==> config.mk <==
export PLATFORM = sky130hd
export DESIGN_NAME = fw2d_alu
export DESIGN_NICKNAME = d
export VERILOG_FILES = /design/src/fw2d_pkg.sv /design/src/fw2d_alu.sv
export SDC_FILE = /design/constraint.sdc
export NUM_CORES = 1
export LEC_CHECK = 0
export ABC_AREA = 1
export BUFFER_PORTS_ARGS = -buffer_cell sky130_fd_sc_hd__clkbuf_2
export CORE_ASPECT_RATIO = 0.5
export CORE_MARGIN = 5
export CORE_UTILIZATION = 25
export CTS_BUF_LIST = sky130_fd_sc_hd__clkbuf_2
export CTS_CLUSTER_SIZE = 40
export DETAILED_ROUTE_END_ITERATION = 7
export HOLD_SLACK_MARGIN = 0.02
export MAX_ROUTING_LAYER = met4
export PLACE_DENSITY_LB_ADDON = 0.08
export RECOVER_POWER = 25
export REMOVE_ABC_BUFFERS = 1
export SLEW_MARGIN = 20
export SYNTH_ARGS = -nofsm -noshare
export SYNTH_HDL_FRONTEND = slang
export SYNTH_SLANG_ARGS = --single-unit
==> constraint.sdc <==
create_clock -name clk -period 6.63 [get_ports clk]
set_input_delay 0.663 -clock clk [delete_from_list [all_inputs] [get_ports clk]]
set_output_delay 0.663 -clock clk [all_outputs]
set_load 0.03 [all_outputs]
==> src/fw2d_pkg.sv <==
`timescale 1ns / 1ps
// ----------------------------------------------------------------------------
// fw2d_pkg
// Types, codes and widths shared by the 2-D Fenwick tree block.
// ----------------------------------------------------------------------------
package fw2d_pkg;

  localparam int GRID_DIM_DEF = 512;

  localparam int DATA_W    = 32;
  localparam int COORD_W   = 10;
  localparam int MODE_W    = 2;
  localparam int CFG_W     = 10;
  localparam int CFG_IDX_W = 1;

  localparam logic [CFG_W-1:0] USED_RESET = 10'd512;

  localparam logic [MODE_W-1:0] MODE_SET   = 2'd0;
  localparam logic [MODE_W-1:0] MODE_ADD   = 2'd1;
  localparam logic [MODE_W-1:0] MODE_QUERY = 2'd2;

  localparam logic [CFG_IDX_W-1:0] REG_ROWS_USED = 1'd0;
  localparam logic [CFG_IDX_W-1:0] REG_COLS_USED = 1'd1;

  typedef enum logic [3:0] {
    ST_CLEAR,
    ST_IDLE,
    ST_SHRD,
    ST_DELTA,
    ST_SHWR,
    ST_UPD,
    ST_QRY,
    ST_DRAIN,
    ST_FINISH
  } state_t;

  typedef enum logic [2:0] {
    ALU_NOP,
    ALU_CLR,
    ALU_LOAD,
    ALU_DSET,
    ALU_SHADOW,
    ALU_TREE,
    ALU_ACC_ADD,
    ALU_ACC_SUB
  } alu_op_t;

endpackage

==> src/fw2d_alu.sv <==
`timescale 1ns / 1ps
// ----------------------------------------------------------------------------
// fw2d_alu
// Shared 32-bit add/subtract unit with the delta and accumulator registers.
// ----------------------------------------------------------------------------
module fw2d_alu (
  input  logic                         clk,
  input  fw2d_pkg::alu_op_t            op,
  input  logic [fw2d_pkg::DATA_W-1:0]  value,
  input  logic [fw2d_pkg::DATA_W-1:0]  tree_rd,
  input  logic [fw2d_pkg::DATA_W-1:0]  shadow_rd,
  output logic [fw2d_pkg::DATA_W-1:0]  sum,
  output logic [fw2d_pkg::DATA_W-1:0]  acc
);

  logic [fw2d_pkg::DATA_W-1:0] delta;
  logic [fw2d_pkg::DATA_W-1:0] opa;
  logic [fw2d_pkg::DATA_W-1:0] opb;
  logic                        neg;

  always_comb begin
    opa = '0;
    opb = '0;
    neg = 1'b0;
    case (op)
      fw2d_pkg::ALU_LOAD: begin
        opa = value;
      end
      fw2d_pkg::ALU_DSET: begin
        opa = delta;
        opb = shadow_rd;
        neg = 1'b1;
      end
      fw2d_pkg::ALU_SHADOW: begin
        opa = shadow_rd;
        opb = delta;
      end
      fw2d_pkg::ALU_TREE: begin
        opa = tree_rd;
        opb = delta;
      end
      fw2d_pkg::ALU_ACC_ADD: begin
        opa = acc;
        opb = tree_rd;
      end
      fw2d_pkg::ALU_ACC_SUB: begin
        opa = acc;
        opb = tree_rd;
        neg = 1'b1;
      end
      default: begin
      end
    endcase
  end

  assign sum = opa + (neg ? ~opb : opb) + {{(fw2d_pkg::DATA_W-1){1'b0}}, neg};

  // delta holds the increment: value for add, value minus old cell for set
  always_ff @(posedge clk) begin
    case (op)
      fw2d_pkg::ALU_LOAD,
      fw2d_pkg::ALU_DSET:    delta <= sum;
      fw2d_pkg::ALU_CLR:     acc   <= '0;
      fw2d_pkg::ALU_ACC_ADD,
      fw2d_pkg::ALU_ACC_SUB: acc   <= sum;
      default: begin
      end
    endcase
  end

endmodule

==> flow_summary_export.csv, run 1 <==
group,metric,value,unit
drt,firstDrtPassIters,5,
pwr,internal_power,0.874,mW
global_route,grt-ovfl-total,0,
drt,antenna_left,0,
worst_setup_path,path_class,"in2out",
synth,synthXorXnorAreaFrac,0.0437,
synth,synthCells,827,
timing,max_freq,0.175,GHz
clocking,hold_buffers,0,
flow_run,max_cap_viol_count,1,
cells_and_area,final_common_cell,"nand2_1",
pwr,seq_power_share,0.311,
worst_setup_path,cp-start-kind,"input pin",
synth,seq_area_frac_synth,0.324,
synth,synth_edf_count,64,
synth,netlist_area,5930,sq um
synth,synth.area.mux_share,0,
clocking,clockRootBuffer,"clkbuf_2",
drt,finalWirelength,24.4,mm
cells_and_area,fin_cells,1295,
min_path,min_path_type,"in2reg",
floorplanning,fp.dieW,228,um
floorplanning,ios,164,
placed_design,gp_congestion,0.850,
cells_and_area,area_delta_synth_final,20.8,%
global_route,grt_pass1_wl,37.4,mm
pwr,combPwrFrac,0.572,
placed_design,dpl.hpwl,18.6,mm
placed_design,dp_cells,1280,
cells_and_area,multiInputGateArea,3370,sq um
timing,timing.final.max_slew_violations,33,
synth,yosys_warnings,0,
floorplanning,die-height,119,um
synth,synthFlopType,"edfxtp_1",
clocking,cts_htree_levels,3,
synth,synth-seq-cells,64,
synth,synth_top_family_by_area,"simple AND/OR/NAND/NOR gates",
clocking,cts_buffers,9,
global_route,grt_pass1_vias,6245,
clocking,post_cts_resized,0,
cells_and_area,nets,1115,
clocking,clk_pin_slew,0.20,ns
timing,skew,0.0248,ns
floorplanning,initial_utilization,0.257,
placed_design,placed_cell_area,7120,sq um
timing,period_minus_slack,5.71,ns
pwr,power.density,247,nW/um^2
clocking,cts.sinks,64,
timing,worst_pin_slew,2.48,ns
timing,rsz0062_at_grt,"no",
status,violations,"max-capacitance violations, max-slew violations",
cells_and_area,finish.instance_area,7170,sq um
pwr,vdd.ir_drop.worst,0.0890,mV
timing,hold_viol,0,
pwr,p_leak,3.56,nW
worst_setup_path,critical_path_required,5.97,ns
pwr,power.switching,0.896,mW
pwr,p_clk_frac,0.117,
synth,ys_types,45,
status,status,"complete, but fails checks",
drt,vias_per_cell,4.86,
timing,relSlewSlack,-0.654,
worst_setup_path,arrival,5.05,ns
drt,drt_iter0_markers,477,
floorplanning,core_area,23100,sq um
clocking,cts_buffer_depth,2,
synth,synth-compound-area-share,0.220,
synth,synth.avg_cell_area,7.17,sq um
pwr,total_power,1.77,mW
worst_setup_path,worst_setup_path_end_kind,"output pin",
cells_and_area,post_route_cells_drive_above_1_share,0.208,
synth,synthAdderAreaFrac,0.0667,
clocking,clk_latency,0.57,ns
timing,min_period_over_period,0.862,
clocking,cts_tree,"done",
cells_and_area,nFillCells,2608,
cells_and_area,final_cell_mix,"195 x nand2_1, 164 x clkbuf_2, 124 x inv_1, 79 x nor2_1, 64 x edfxtp_1",
global_route,grt_max_degree,45,
drt,vias,6288,
synth,synthArstFlopShare,0,
floorplanning,rows,39,
timing,tns,0,ns
synth,yosys.area_share.simple,0.239,
timing,setup_viol,0,
placed_design,port-buffer-count,163,
drt,drc,0,
cells_and_area,seqCellArea,1920,sq um
floorplanning,die-area,27100,sq um
global_route,grtUsageTotal,0.180,
global_route,antenna_found_initial,1,
pwr,switching_share,0.506,
clocking,post-cts-setup-buffers,0,
worst_setup_path,critical_path.max_fanout,16,
drt,wire_per_inst,18.8,um
## metrics by stage
| stage | utilization | hold WS (ns) | worst slack, ns |
|---|---|---|---|
| 2_1_floorplan | - | 0.850 | 1.22 |
| 3_3_place_gp | 0.309 | 0.875 | 1.50 |
| 3_5_place_dp | 0.309 | 0.878 | 1.38 |
| 4_1_cts | 0.311 | 0.606 | 1.39 |
| 5_1_grt | 0.311 | 0.675 | 0.609 |
| 6_report | 0.311 | 0.674 | 0.917 |
## power groups by stage
stage | clock network (mW) | registers [mW] | logic (mW)
floorplan | 0 | 0.590 | 0.652
global placement | 0 | 0.561 | 1.02
detailed placement | 0 | 0.559 | 1.02
CTS | 0.222 | 0.550 | 1.03
global route | 0.236 | 0.555 | 1.11
finish | 0.207 | 0.550 | 1.01
## sequential cells by signal, indices dropped and copies added, names as in the netlist
signal / flops
acc: 32
delta: 32
## Yosys cell counts, drive strengths merged (15+ instances only)
cell / number / area share
o21ai: 51 / 0.043
inv: 130 / 0.083
o2111ai: 16 / 0.024
nand2: 202 / 0.13
edfxtp: 64 / 0.32
a221oi: 19 / 0.028
a22oi: 16 / 0.020
a21oi: 50 / 0.042
nand3: 40 / 0.036
xnor2: 15 / 0.022
clkbuf: 24 / 0.015
ha: 30 / 0.063
nor2: 80 / 0.051
## cell families after synthesis
logic type | Yosys count
buffers and inverters | 164
xor gates and xnor gates | 27
and+or+nand+nor | 342
adders and majority gates | 31
AOI/OAI and AO/OA | 199
DFF | 64
## routing by layer
metal | GRT usage | vias to the layer above | routed length [um]
li1 | - | 3129 | -
met1 | 0.263 | 2981 | 12500
met2 | 0.270 | 169 | 10500
met3 | 0.0297 | 9 | 1240
met4 | 0.0253 | 0 | 113
met5 | - | - | 0
## cell type report
type,instances,area share
antenna,1,0.000349
tap,307,0.0536
sequential,64,0.268
inverter,130,0.0684
clock inverter,2,0.00122
multi-input combinational,599,0.471
timing repair buffer,180,0.129
clock buffer,12,0.00838
## worst max-delay path, cell delays in order
cell and delay [ns]:
clkbuf_1 0.78, buf_4 0.32, nor2_1 0.08, nand2_1 0.09, inv_1 0.26, buf_4 0.34, nand2_1 0.09, o211ai_1 0.09
a221o_1 0.28, ha_1 0.39, a21o_1 0.21, a31oi_1 0.15, nand2_1 0.19, nand3_1 0.12, nand4_1 0.25, nand2_1 0.13
nand2_1 0.07, xor2_1 0.26, clkbuf_2 0.26
## worst paths after layout
kind	start	end	slack, ns	depth (start not counted)
worst max-delay path	op[2]	sum[28]	0.92	19
worst min-delay path	shadow_rd[0]	delta[0]	0.67	6
worst max register to register	delta[1]	acc[24]	3.44	19
worst min register to register	acc[0]	delta[0]	0.92	5
(Power assumes the default switching activity.)
==> run 2: changes to the inputs <==
==> constraint.sdc (replaced) <==
create_clock -name clk -period 6.63 [get_ports clk]
set_input_delay 1.326 -clock clk [delete_from_list [all_inputs] [get_ports clk]]
set_output_delay 1.326 -clock clk [all_outputs]
set_load 0.03 [all_outputs]
==> run 2 against run 1 <==
The flow still finishes with violations (max-capacitance violations, max-slew violations). Utilization increased by 0.54 points. Register-to-register slack about the same. Sequential share of layout area decreased by 0.46 points.
==> flow_summary_export.csv, run 2 (synthesis gave the netlist of run 1 again) <==
group,metric,value,unit
placed_design,port-buffer-count,163,
placed_design,placed_cell_area,7200,sq um
floorplanning,die-area,27100,sq um
global_route,met1_usage,0.259,
pwr,vdd.ir_drop.worst,0.0728,mV
floorplanning,rows,39,
global_route,grtUsageTotal,0.184,
clocking,clockRootBuffer,"clkbuf_2",
pwr,power.switching,0.899,mW
cells_and_area,post_route_cells_drive_above_1_share,0.219,
worst_setup_path,r2r-start,"delta[1]",
timing,relSlewSlack,-0.621,
worst_setup_path,cp-start-kind,"input pin",
worst_setup_path,path_class,"in2out",
worst_setup_path,rr_endpoint,"acc[24]",
cells_and_area,nFillCells,2571,
worst_setup_path,critPathMaxStageDelay,0.59,ns
worst_setup_path,worst_setup_path_end_kind,"output pin",
clocking,cts.sinks,64,
clocking,hold_buffers,0,
timing,max_freq,0.162,GHz
cells_and_area,nets,1121,
pwr,internal_power,0.916,mW
drt,firstDrtPassIters,5,
global_route,use_met3,0.0402,
timing,period_minus_slack,6.16,ns
floorplanning,fp.dieW,228,um
worst_setup_path,path_cells,"clkbuf_2, inv_4, nor2_1, nand2_1, inv_1, buf_4, nand2_1, o211ai_1, a221o_1, ha_1, nand2_1, nor4_1, nand2_1, nand4_1, nand2_1, nand2_1, xor2_1, clkbuf_2",
cells_and_area,finish.instance_area,7290,sq um
global_route,grt_use_met2,0.274,
cells_and_area,reg_top3,"acc: 32 flops, delta: 32 flops",
cells_and_area,seqCellArea,1920,sq um
cells_and_area,final_common_cell,"nand2_1",
min_path,worstHoldStart,"acc[0]",
drt,drc,0,
min_path,hold_end,"delta[0]",
worst_setup_path,cpMostUsedCell,"nand2_1",
floorplanning,ios,164,
global_route,antenna_found_initial,1,
clocking,cts_htree_levels,3,
worst_setup_path,r2r_slack,3.43,ns
timing,rsz0062_at_grt,"no",
timing,worst_pin_slew,2.43,ns
clocking,post_cts_resized,0,
timing,setup_viol,0,
pwr,power.density,249,nW/um^2
global_route,grt_pass1_vias,6493,
worst_setup_path,r2r_cells,19,
pwr,p_leak,3.65,nW
drt,wire_per_inst,18.8,um
floorplanning,core_area,23100,sq um
global_route,grt_pass1_wl,37.9,mm
status,violations,"max-capacitance violations, max-slew violations",
floorplanning,die-height,119,um
min_path,min_path_type,"reg2reg",
worst_setup_path,critical_path.max_fanout,19,
status,status,"complete, but fails checks",
timing,timing.final.max_slew_violations,33,
pwr,combPwrFrac,0.562,
clocking,clk_latency,0.60,ns
clocking,cts_buffer_depth,2,
clocking,cts_tree,"done",
drt,vias_per_cell,4.88,
timing,hold_viol,0,
pwr,p_clk_frac,0.136,
min_path,min_path_cells,5,
worst_setup_path,critical_path_required,5.30,ns
global_route,grt-busiest-layer,"met2",
cells_and_area,multiInputGateArea,3370,sq um
global_route,grt_max_degree,45,
worst_setup_path,cp_slowest_cell,"nor4_1",
clocking,clk_pin_slew,0.21,ns
worst_setup_path,cp_top_family,"simple AND/OR/NAND/NOR gates",
pwr,seq_power_share,0.302,
drt,vias,6353,
worst_setup_path,critPathBufInv,5,
drt,antenna_left,0,
cells_and_area,area_delta_synth_final,23.0,%
clocking,cts_buffers,9,
global_route,grt-ovfl-total,0,
timing,tns,0,ns
timing,min_period_over_period,0.929,
pwr,switching_share,0.495,
timing,skew,0.0266,ns
drt,drt_iter0_markers,528,
drt,finalWirelength,24.4,mm
floorplanning,initial_utilization,0.257,
cells_and_area,final_cell_mix,"195 x nand2_1, 171 x clkbuf_2, 125 x inv_1, 79 x nor2_1, 64 x edfxtp_1",
worst_setup_path,arrival,4.83,ns
flow_run,max_cap_viol_count,1,
placed_design,dpl.hpwl,19.0,mm
clocking,post-cts-setup-buffers,0,
placed_design,gp_congestion,0.899,
run 2: stage by stage:
step / cells / worst slack (ns) / hold slack [ns] / util / total power, mW
after detailed placement: 1286 / 0.495 / 0.878 / 0.312 / 1.59
after CTS: 1302 / 0.475 / 0.924 / 0.316 / 1.84
after global routing: 1303 / 0.112 / 0.986 / 0.316 / 1.96
final: 1303 / 0.472 / 0.907 / 0.316 / 1.81
after global placement: 1286 / 0.491 / 0.883 / 0.312 / 1.59
after floorplan: 793 / -0.109 / 0.850 / - / 1.24
run 2: worst reg2reg max path: stages, from the launching register on:
cell	delay, ns
edfxtp_1	0.42
inv_1	0.11
nor2_1	0.06
a221oi_1	0.25
xor2_1	0.16
fa_1	0.45
inv_1	0.07
nand3_1	0.06
nand2_1	0.11
nand2_1	0.06
nand3_1	0.15
nand2_1	0.08
nand2_1	0.11
nand2_1	0.07
nand2_1	0.17
nand2_1	0.08
nand2_1	0.13
a21boi_1	0.10
or2_2	0.29
a21oi_1	0.14
run 2: worst max-delay path by stage:
stage,from,endpoint,cells past startpoint
4_1_cts,op[1],sum[30],18
3_5_place_dp,op[1],sum[30],18
3_3_place_gp,op[1],sum[30],18
2_1_floorplan,op[1],sum[28],18
5_1_grt,op[1],sum[24],24
6_report,op[1],sum[30],18
run 2: cell type report:
cell class              count  area share
diodes                      1    0.000343
clock buffers              10     0.00686
clock inverters             6     0.00686
inverters                 130      0.0673
multi-input cells         599       0.463
flip-flops and latches     64       0.264
well taps                 307      0.0527
repair buffers            186       0.140
run 2: per-layer routing:
layer | vias to the layer above | wire [um]
li1 | 3139 | -
met5 | - | 0
met1 | 2998 | 12500
met3 | 18 | 1420
met2 | 198 | 10300
met4 | 0 | 255
run 2: power by group through the flow:
stage                     clock (mW)  combinational, mW  sequential [mW]
after floorplan                    0              0.652            0.590
after global placement             0               1.03            0.559
after detailed placement           0               1.03            0.559
after CTS                      0.261               1.03            0.549
after global routing           0.278               1.12            0.554
final                          0.247               1.02            0.549
