[src/fw2d_pkg.sv]
`timescale 1ns / 1ps
// ----------------------------------------------------------------------------
// fw2d_pkg
// Types, codes and widths shared by the 2-D Fenwick tree block.
// ----------------------------------------------------------------------------
package fw2d_pkg;

  localparam int GRID_DIM_DEF = 512;

  localparam int DATA_W    = 32;
  localparam int COORD_W   = 10;
  localparam int MODE_W    = 2;
  localparam int CFG_W     = 10;
  localparam int CFG_IDX_W = 1;

  localparam logic [CFG_W-1:0] USED_RESET = 10'd512;

  localparam logic [MODE_W-1:0] MODE_SET   = 2'd0;
  localparam logic [MODE_W-1:0] MODE_ADD   = 2'd1;
  localparam logic [MODE_W-1:0] MODE_QUERY = 2'd2;

  localparam logic [CFG_IDX_W-1:0] REG_ROWS_USED = 1'd0;
  localparam logic [CFG_IDX_W-1:0] REG_COLS_USED = 1'd1;

  typedef enum logic [3:0] {
    ST_CLEAR,
    ST_IDLE,
    ST_SHRD,
    ST_DELTA,
    ST_SHWR,
    ST_UPD,
    ST_QRY,
    ST_DRAIN,
    ST_FINISH
  } state_t;

  typedef enum logic [2:0] {
    ALU_NOP,
    ALU_CLR,
    ALU_LOAD,
    ALU_DSET,
    ALU_SHADOW,
    ALU_TREE,
    ALU_ACC_ADD,
    ALU_ACC_SUB
  } alu_op_t;

endpackage

[src/fw2d_ctrl.sv]
`timescale 1ns / 1ps
// ----------------------------------------------------------------------------
// fw2d_ctrl
// Sequencer: clear sweep, coordinate checks, Fenwick index walks, result.
// ----------------------------------------------------------------------------
module fw2d_ctrl #(
  parameter int GRID_DIM = fw2d_pkg::GRID_DIM_DEF,
  parameter int CW       = $clog2(GRID_DIM),
  parameter int AW       = 2 * CW
) (
  input  logic                               clk,
  input  logic                               rst,
  input  logic                               cmd_valid,
  output logic                               cmd_ready,
  input  logic [fw2d_pkg::MODE_W-1:0]        mode,
  input  logic [fw2d_pkg::COORD_W-1:0]       row_lo,
  input  logic [fw2d_pkg::COORD_W-1:0]       col_lo,
  input  logic [fw2d_pkg::COORD_W-1:0]       row_hi,
  input  logic [fw2d_pkg::COORD_W-1:0]       col_hi,
  input  logic [fw2d_pkg::CFG_W-1:0]         rows_used,
  input  logic [fw2d_pkg::CFG_W-1:0]         cols_used,
  output logic                               res_valid,
  input  logic                               res_ready,
  output logic signed [fw2d_pkg::DATA_W-1:0] range_sum,
  output logic                               status,
  input  logic [fw2d_pkg::DATA_W-1:0]        acc,
  output fw2d_pkg::alu_op_t                  alu_op,
  output logic                               clearing,
  output logic [AW-1:0]                      tree_raddr,
  output logic                               tree_we,
  output logic [AW-1:0]                      tree_waddr,
  output logic [AW-1:0]                      shadow_raddr,
  output logic                               shadow_we,
  output logic [AW-1:0]                      shadow_waddr
);

  localparam int IW = CW + 2;
  localparam int VW = (IW > fw2d_pkg::COORD_W) ? IW : fw2d_pkg::COORD_W;

  fw2d_pkg::state_t state;
  fw2d_pkg::state_t state_next;

  logic [AW-1:0] clr_addr;
  logic [IW-1:0] lat_rlo;
  logic [IW-1:0] lat_clo;
  logic [IW-1:0] lat_rhi;
  logic [IW-1:0] lat_chi;
  logic          lat_set;
  logic          lat_query;
  logic          bad;
  logic [IW-1:0] wi;
  logic [IW-1:0] wj;
  logic [IW-1:0] col_base;
  logic [1:0]    pk;
  logic          pipe_v;
  logic          pipe_neg;
  logic [AW-1:0] pipe_addr;

  logic [VW-1:0] eff_rows;
  logic [VW-1:0] eff_cols;
  logic [VW-1:0] rlo_x;
  logic [VW-1:0] clo_x;
  logic [VW-1:0] rhi_x;
  logic [VW-1:0] chi_x;
  logic          upd_ok;
  logic          qry_ok;
  logic          take;
  logic          issue;
  logic          finish;

  logic [IW-1:0] lb_i;
  logic [IW-1:0] lb_j;
  logic [IW-1:0] i_up;
  logic [IW-1:0] j_up;
  logic [IW-1:0] i_dn;
  logic [IW-1:0] j_dn;
  logic          i_up_end;
  logic          j_up_end;
  logic          i_dn_end;
  logic          j_dn_end;
  logic          q_empty;
  logic          q_step;
  logic          q_last;
  logic [1:0]    pk_n;
  logic [IW-1:0] nrow;
  logic [IW-1:0] ncol;
  logic [IW-1:0] wi_m1;
  logic [IW-1:0] wj_m1;
  logic [IW-1:0] rlo_m1;
  logic [IW-1:0] clo_m1;

  // coordinate checks
  always_comb begin
    eff_rows = (VW'(rows_used) > VW'(GRID_DIM)) ? VW'(GRID_DIM) : VW'(rows_used);
    eff_cols = (VW'(cols_used) > VW'(GRID_DIM)) ? VW'(GRID_DIM) : VW'(cols_used);
    rlo_x    = VW'(row_lo);
    clo_x    = VW'(col_lo);
    rhi_x    = VW'(row_hi);
    chi_x    = VW'(col_hi);
    upd_ok   = (rlo_x != '0) && (rlo_x <= eff_rows) &&
               (clo_x != '0) && (clo_x <= eff_cols);
    qry_ok   = upd_ok &&
               (rhi_x != '0) && (rhi_x <= eff_rows) &&
               (chi_x != '0) && (chi_x <= eff_cols) &&
               (rlo_x <= rhi_x) && (clo_x <= chi_x);
  end

  assign take = cmd_valid && cmd_ready;

  // index walk arithmetic
  always_comb begin
    lb_i     = wi & (~wi + IW'(1));
    lb_j     = wj & (~wj + IW'(1));
    i_up     = wi + lb_i;
    j_up     = wj + lb_j;
    i_dn     = wi - lb_i;
    j_dn     = wj - lb_j;
    i_up_end = VW'(i_up) > eff_rows;
    j_up_end = VW'(j_up) > eff_cols;
    i_dn_end = (i_dn == '0);
    j_dn_end = (j_dn == '0);
    q_empty  = (wi == '0) || (wj == '0);
    q_step   = q_empty || (i_dn_end && j_dn_end);
    q_last   = q_step && (pk == 2'd3);
    pk_n     = pk + 2'd1;
    rlo_m1   = lat_rlo - IW'(1);
    clo_m1   = lat_clo - IW'(1);
    nrow     = pk_n[1] ? rlo_m1 : lat_rhi;
    ncol     = pk_n[0] ? clo_m1 : lat_chi;
    wi_m1    = wi - IW'(1);
    wj_m1    = wj - IW'(1);
  end

  assign tree_raddr   = {wi_m1[CW-1:0], wj_m1[CW-1:0]};
  assign shadow_raddr = {rlo_m1[CW-1:0], clo_m1[CW-1:0]};
  assign tree_waddr   = clearing ? clr_addr : pipe_addr;
  assign shadow_waddr = clearing ? clr_addr : shadow_raddr;
  assign finish       = (state == fw2d_pkg::ST_FINISH) && (!res_valid || res_ready);

  // next state
  always_comb begin
    state_next = state;
    unique case (state)
      fw2d_pkg::ST_CLEAR: begin
        if (clr_addr == '1) state_next = fw2d_pkg::ST_IDLE;
      end
      fw2d_pkg::ST_IDLE: begin
        if (take) begin
          unique case (mode) inside
            fw2d_pkg::MODE_SET, fw2d_pkg::MODE_ADD:
              state_next = upd_ok ? fw2d_pkg::ST_SHRD : fw2d_pkg::ST_FINISH;
            fw2d_pkg::MODE_QUERY:
              state_next = qry_ok ? fw2d_pkg::ST_QRY : fw2d_pkg::ST_FINISH;
            default:
              state_next = fw2d_pkg::ST_FINISH;
          endcase
        end
      end
      fw2d_pkg::ST_SHRD:  state_next = fw2d_pkg::ST_DELTA;
      fw2d_pkg::ST_DELTA: state_next = fw2d_pkg::ST_SHWR;
      fw2d_pkg::ST_SHWR:  state_next = fw2d_pkg::ST_UPD;
      fw2d_pkg::ST_UPD: begin
        if (i_up_end && j_up_end) state_next = fw2d_pkg::ST_DRAIN;
      end
      fw2d_pkg::ST_QRY: begin
        if (q_last) state_next = fw2d_pkg::ST_DRAIN;
      end
      fw2d_pkg::ST_DRAIN: state_next = fw2d_pkg::ST_FINISH;
      fw2d_pkg::ST_FINISH: begin
        if (finish) state_next = fw2d_pkg::ST_IDLE;
      end
      default: state_next = fw2d_pkg::ST_CLEAR;
    endcase
  end

  // outputs
  always_comb begin
    cmd_ready = 1'b0;
    clearing  = 1'b0;
    issue     = 1'b0;
    shadow_we = 1'b0;
    tree_we   = 1'b0;
    alu_op    = fw2d_pkg::ALU_NOP;
    unique case (state)
      fw2d_pkg::ST_CLEAR: begin
        clearing  = 1'b1;
        tree_we   = 1'b1;
        shadow_we = 1'b1;
      end
      fw2d_pkg::ST_IDLE: begin
        cmd_ready = 1'b1;
        if (take) begin
          alu_op = (mode == fw2d_pkg::MODE_QUERY) ? fw2d_pkg::ALU_CLR : fw2d_pkg::ALU_LOAD;
        end
      end
      fw2d_pkg::ST_DELTA: begin
        alu_op = lat_set ? fw2d_pkg::ALU_DSET : fw2d_pkg::ALU_NOP;
      end
      fw2d_pkg::ST_SHWR: begin
        alu_op    = fw2d_pkg::ALU_SHADOW;
        shadow_we = 1'b1;
      end
      fw2d_pkg::ST_UPD, fw2d_pkg::ST_QRY, fw2d_pkg::ST_DRAIN: begin
        issue = (state == fw2d_pkg::ST_UPD) || ((state == fw2d_pkg::ST_QRY) && !q_empty);
        if (pipe_v) begin
          if (lat_query) begin
            alu_op = pipe_neg ? fw2d_pkg::ALU_ACC_SUB : fw2d_pkg::ALU_ACC_ADD;
          end else begin
            alu_op  = fw2d_pkg::ALU_TREE;
            tree_we = 1'b1;
          end
        end
      end
      default: begin
      end
    endcase
  end

  // control registers
  always_ff @(posedge clk) begin
    if (rst) begin
      state     <= fw2d_pkg::ST_CLEAR;
      clr_addr  <= '0;
      pipe_v    <= 1'b0;
      res_valid <= 1'b0;
    end else begin
      state  <= state_next;
      pipe_v <= issue;
      if (state == fw2d_pkg::ST_CLEAR) begin
        clr_addr <= clr_addr + AW'(1);
      end
      if (finish) begin
        res_valid <= 1'b1;
      end else if (res_ready) begin
        res_valid <= 1'b0;
      end
    end
  end

  // item fields, walk indices, read pipe, result
  always_ff @(posedge clk) begin
    pipe_addr <= tree_raddr;
    pipe_neg  <= pk[0] ^ pk[1];
    if (take) begin
      lat_rlo   <= rlo_x[IW-1:0];
      lat_clo   <= clo_x[IW-1:0];
      lat_rhi   <= rhi_x[IW-1:0];
      lat_chi   <= chi_x[IW-1:0];
      lat_set   <= (mode == fw2d_pkg::MODE_SET);
      lat_query <= (mode == fw2d_pkg::MODE_QUERY);
      pk        <= 2'd0;
      if (mode == fw2d_pkg::MODE_QUERY) begin
        bad      <= !qry_ok;
        wi       <= rhi_x[IW-1:0];
        wj       <= chi_x[IW-1:0];
        col_base <= chi_x[IW-1:0];
      end else begin
        bad      <= !(upd_ok && (mode == fw2d_pkg::MODE_SET || mode == fw2d_pkg::MODE_ADD));
        wi       <= rlo_x[IW-1:0];
        wj       <= clo_x[IW-1:0];
        col_base <= clo_x[IW-1:0];
      end
    end else if (state == fw2d_pkg::ST_UPD) begin
      if (j_up_end) begin
        wi <= i_up;
        wj <= col_base;
      end else begin
        wj <= j_up;
      end
    end else if (state == fw2d_pkg::ST_QRY) begin
      if (q_step) begin
        pk       <= pk_n;
        wi       <= nrow;
        wj       <= ncol;
        col_base <= ncol;
      end else if (j_dn_end) begin
        wi <= i_dn;
        wj <= col_base;
      end else begin
        wj <= j_dn;
      end
    end
    if (finish) begin
      range_sum <= (lat_query && !bad) ? acc : '0;
      status    <= bad;
    end
  end

endmodule

[config.mk]
export PLATFORM = sky130hd
export DESIGN_NAME = fw2d_ctrl
export DESIGN_NICKNAME = d
export VERILOG_FILES = /design/src/fw2d_pkg.sv /design/src/fw2d_ctrl.sv
export SDC_FILE = /design/constraint.sdc
export NUM_CORES = 1
export LEC_CHECK = 0
export ABC_AREA = 1
export ABC_CLOCK_PERIOD_IN_PS = 8000
export BUFFER_PORTS_ARGS = -buffer_cell sky130_fd_sc_hd__buf_2
export CAP_MARGIN = 30
export CORE_MARGIN = 10
export CORE_UTILIZATION = 62
export CTS_CLUSTER_DIAMETER = 120
export DETAILED_ROUTE_END_ITERATION = 8
export GPL_TIMING_DRIVEN = 0
export PLACE_DENSITY = 0.88
export REMOVE_ABC_BUFFERS = 1
export SYNTH_ARGS = -nofsm -noshare
export SYNTH_HDL_FRONTEND = slang
export SYNTH_SLANG_ARGS = --single-unit
export TNS_END_PERCENT = 1
[constraint.sdc]
create_clock -name clk -period 8 [get_ports clk]
set_input_delay 2.4 -clock clk [delete_from_list [all_inputs] [get_ports clk]]
set_output_delay 2.4 -clock clk [all_outputs]
set_load 0.01 [all_outputs]
==> flow_metrics.tcl <==
set metrics [dict create \
    avgSynthCellArea_um2 7.30 \
    p_sw_share_pct 42.3 \
    area_growth_pct 16.2 \
    fmax_mhz 130 \
    io_buffers 210 \
    synth_flop_cell "edfxtp_1" \
    cp-end-kind "primary output" \
    power_leakage_uw 0.00651 \
    hold_path.class "reg2reg" \
    setup.worst_path.start "cmd_valid" \
    cts_made_buffers 17 \
    required_ns 5.60 \
    tritoncts "done" \
    drt-total-wl_um 35300 \
    groute.layer.met3.usage_pct 6.89 \
    cts_max_path_buffers 2 \
    rsz0062_at_grt "no" \
    cp.arrival_ns 5.32 \
    grt_pass1_vias 11000 \
    synth_top_family_by_area "simple AND/OR/NAND/NOR gates" \
    finalPower_uw 3320 \
    synth_area_um2 11300 \
    ir_worst_vdd_mv 0.162 \
    gr-max-usage-layer "met2" \
    dp_slack_ns 0.186 \
    final_cells 1990 \
    htreeDepth 4 \
    drt_pass1_iterations 5 \
    clk_pin_slew_ns 0.06 \
    setup_slack_ns 0.278 \
    yosys_warnings 0 \
    status "completed" \
    antenna_left 0 \
    cap_violations 0 \
    num_rows 49 \
    p_int_uw 1920 \
    yosys.area_share.adder_pct 11.0 \
    crit_end "alu_op[0]" \
    timing.final.crit_period_ns 7.72 \
    pwr_density_cell_nw_per_um2 253 \
    synth_compound_area_share_pct 10.3 \
    core_area_um2 17900 \
    yosysSeqAreaShare_pct 37.0 \
    seq_power_share_pct 33.8 \
    finalWeightedCongestion 0.941 \
    ys_ff_latch 154 \
    timing.final.setup_violations 0 \
    crit_fanout 31 \
    synth_edf_count 109 \
    antenna_found_initial 1 \
    p_switching_uw 1400 \
    regToRegSetupSlack_ns 2.84 \
    track_usage_pct 28.4 \
    detail_route.wl_per_cell_um 17.8 \
    clock-sinks 154 \
    rr_worst_depth 22 \
    tightest_slew_ns 1.02 \
    grt_pass1_wl_um 55300 \
    finClkSkew_ns 0.0121 \
    async_flop_share_pct 0 \
    synthDistinctLibCells 52 \
    grt_max_degree 37 \
    final_common_cell "nand2_1" \
    drtIter0Drc 996 \
    worstSetupStartpointType "input pin" \
    fin_nets 1944 \
    post_cts_buffers 0 \
    ios 211 \
    layout_common_cells "nand2_1, inv_1, buf_2, nor2_1, edfxtp_1" \
    r2r_end "wi[1]$_DFFE_PP_" \
    initial_utilization_pct 63.0 \
    die_h_um 155 \
    grt-ovfl-total 0 \
    combPwrFrac_pct 42.6 \
    tns_ns 0 \
    drv_slew 0 \
    drc 0 \
    dpl.cell_count 1957 \
    die_x_um 155 \
    crit_type "in2out" \
    dp_hpwl_um 28400 \
    clkPwrFrac_pct 23.6 \
    drive_gt1_share_pct 16.6 \
    netlist_instances 1546 \
    cts_root_buffer "clkbuf_16" \
    r2r-start "wj[0]$_DFFE_PP_" \
    synth_simple_gate_area_share_pct 30.9 \
    slew_headroom_pct 31.7 \
    vias_per_cell 5.73 \
    synth_xor_xnor_area_share_pct 2.25 \
    use_met1_pct 36.8 \
    fin_crit_sh_pct 96.5 \
    die_area_um2 24000 \
    clkLatencyLatePin_ns 0.44 \
    grt_use_met2_pct 44.9 \
    synthMuxAreaShare_pct 0 \
    hold_buffers 0 \
    vias 11400 \
    hold_viol 0 \
    fillers 1435 \
]
cells in the mapped netlist (all sizes together), types with 2 or more instances:
cell type	count	area, um2
nand2	469	1800
inv	218	818
nor2	168	703
edfxtp	109	3270
ha	99	1240
nand3	98	513
o21ai	86	449
a21oi	58	290
dfxtp	45	901
nand4	32	200
nor3	24	125
xor2	21	184
clkbuf	20	75.1
buf	12	72.6
o211ai	10	75.1
a22oi	9	67.6
or2	9	56.3
a31oi	8	50.1
xnor2	8	70.1
o21a	5	37.5
a211oi	4	30.0
nand3b	4	30.0
nor4	4	25.0
o21bai	4	30.0
o22ai	4	25.0
a21o	3	22.5
and2	3	18.8
o2111ai	2	17.5
o41ai	2	17.5
through the flow:
stage	hold slack [ns]	cell area, um2	util [%]
after floorplan	0.418	11100	-
after global placement	0.424	12500	69.6
after detailed placement	0.429	12500	70.0
after CTS	0.445	13100	73.2
after global routing	0.455	13100	73.2
final	0.444	13100	73.2
power by group through the flow:
stage / registers [uW] / logic [uW] / clock network (uW)
3_5_place_dp: 1140 / 1390 / 0
3_3_place_gp: 1130 / 1340 / 0
5_1_grt: 1140 / 1570 / 816
2_1_floorplan: 1140 / 856 / 0
4_1_cts: 1120 / 1400 / 783
6_report: 1120 / 1420 / 783
flip-flops by register name, summed over array words and instances (netlist names), 4 cells and up:
signal / cells
state: 4
lat_rhi: 10
lat_rlo: 10
range_sum: 32
clr_addr: 18
wj: 11
col_base: 11
lat_clo: 10
wi: 11
pipe_addr: 18
lat_chi: 10
critical path, cell delays in order:
cell,delay (ns)
buf_2,0.10
inv_1,0.09
nor2_4,0.58
buf_12,0.28
inv_1,0.47
nor2_1,0.72
buf_6,0.24
inv_1,0.12
o211ai_1,0.12
buf_2,0.18
how the worst min path moves through the flow:
stage | slack (ns) | cells after the start | from | end
finish | 0.44 | 0 | bad$_DFFE_PP_ | status$_DFFE_PP_
detailed placement | 0.43 | 0 | bad$_DFFE_PP_ | status$_DFFE_PP_
floorplan | 0.42 | 0 | bad$_DFFE_PP_ | status$_DFFE_PP_
CTS | 0.44 | 0 | bad$_DFFE_PP_ | status$_DFFE_PP_
global route | 0.45 | 0 | bad$_DFFE_PP_ | status$_DFFE_PP_
global placement | 0.42 | 0 | bad$_DFFE_PP_ | status$_DFFE_PP_
what timing repair did:
item	in CTS	in global routing
resized for setup	0	1
hold endpoints to repair	0	0
setup endpoints to repair	0	1
kinds of logic after synthesis:
group,after synthesis
fa+ha+maj,99
simple gates,814
buf+inv,250
compound gates,200
xor+xnor,29
flops,154
layout make-up:
type | count | area, um2 | share of cell area [%]
Antenna cell | 1 | 2.50 | 0.0191
Clock buffer | 17 | 425 | 3.25
Clock inverter | 15 | 141 | 1.08
Inverter | 218 | 818 | 6.25
Multi-Input combinational cell | 1142 | 6150 | 47.0
Sequential cell | 154 | 4170 | 31.9
Tap cell | 229 | 287 | 2.19
Timing Repair Buffer | 214 | 1100 | 8.40
routing by layer:
| metal | vias up | wire [um] |
|---|---|---|
| met5 | - | 0 |
| li1 | 5498 | - |
| met1 | 5127 | 14400 |
| met2 | 693 | 15700 |
| met3 | 79 | 4080 |
| met4 | 0 | 1070 |
Note: power is estimated with default switching activity, not from simulation.
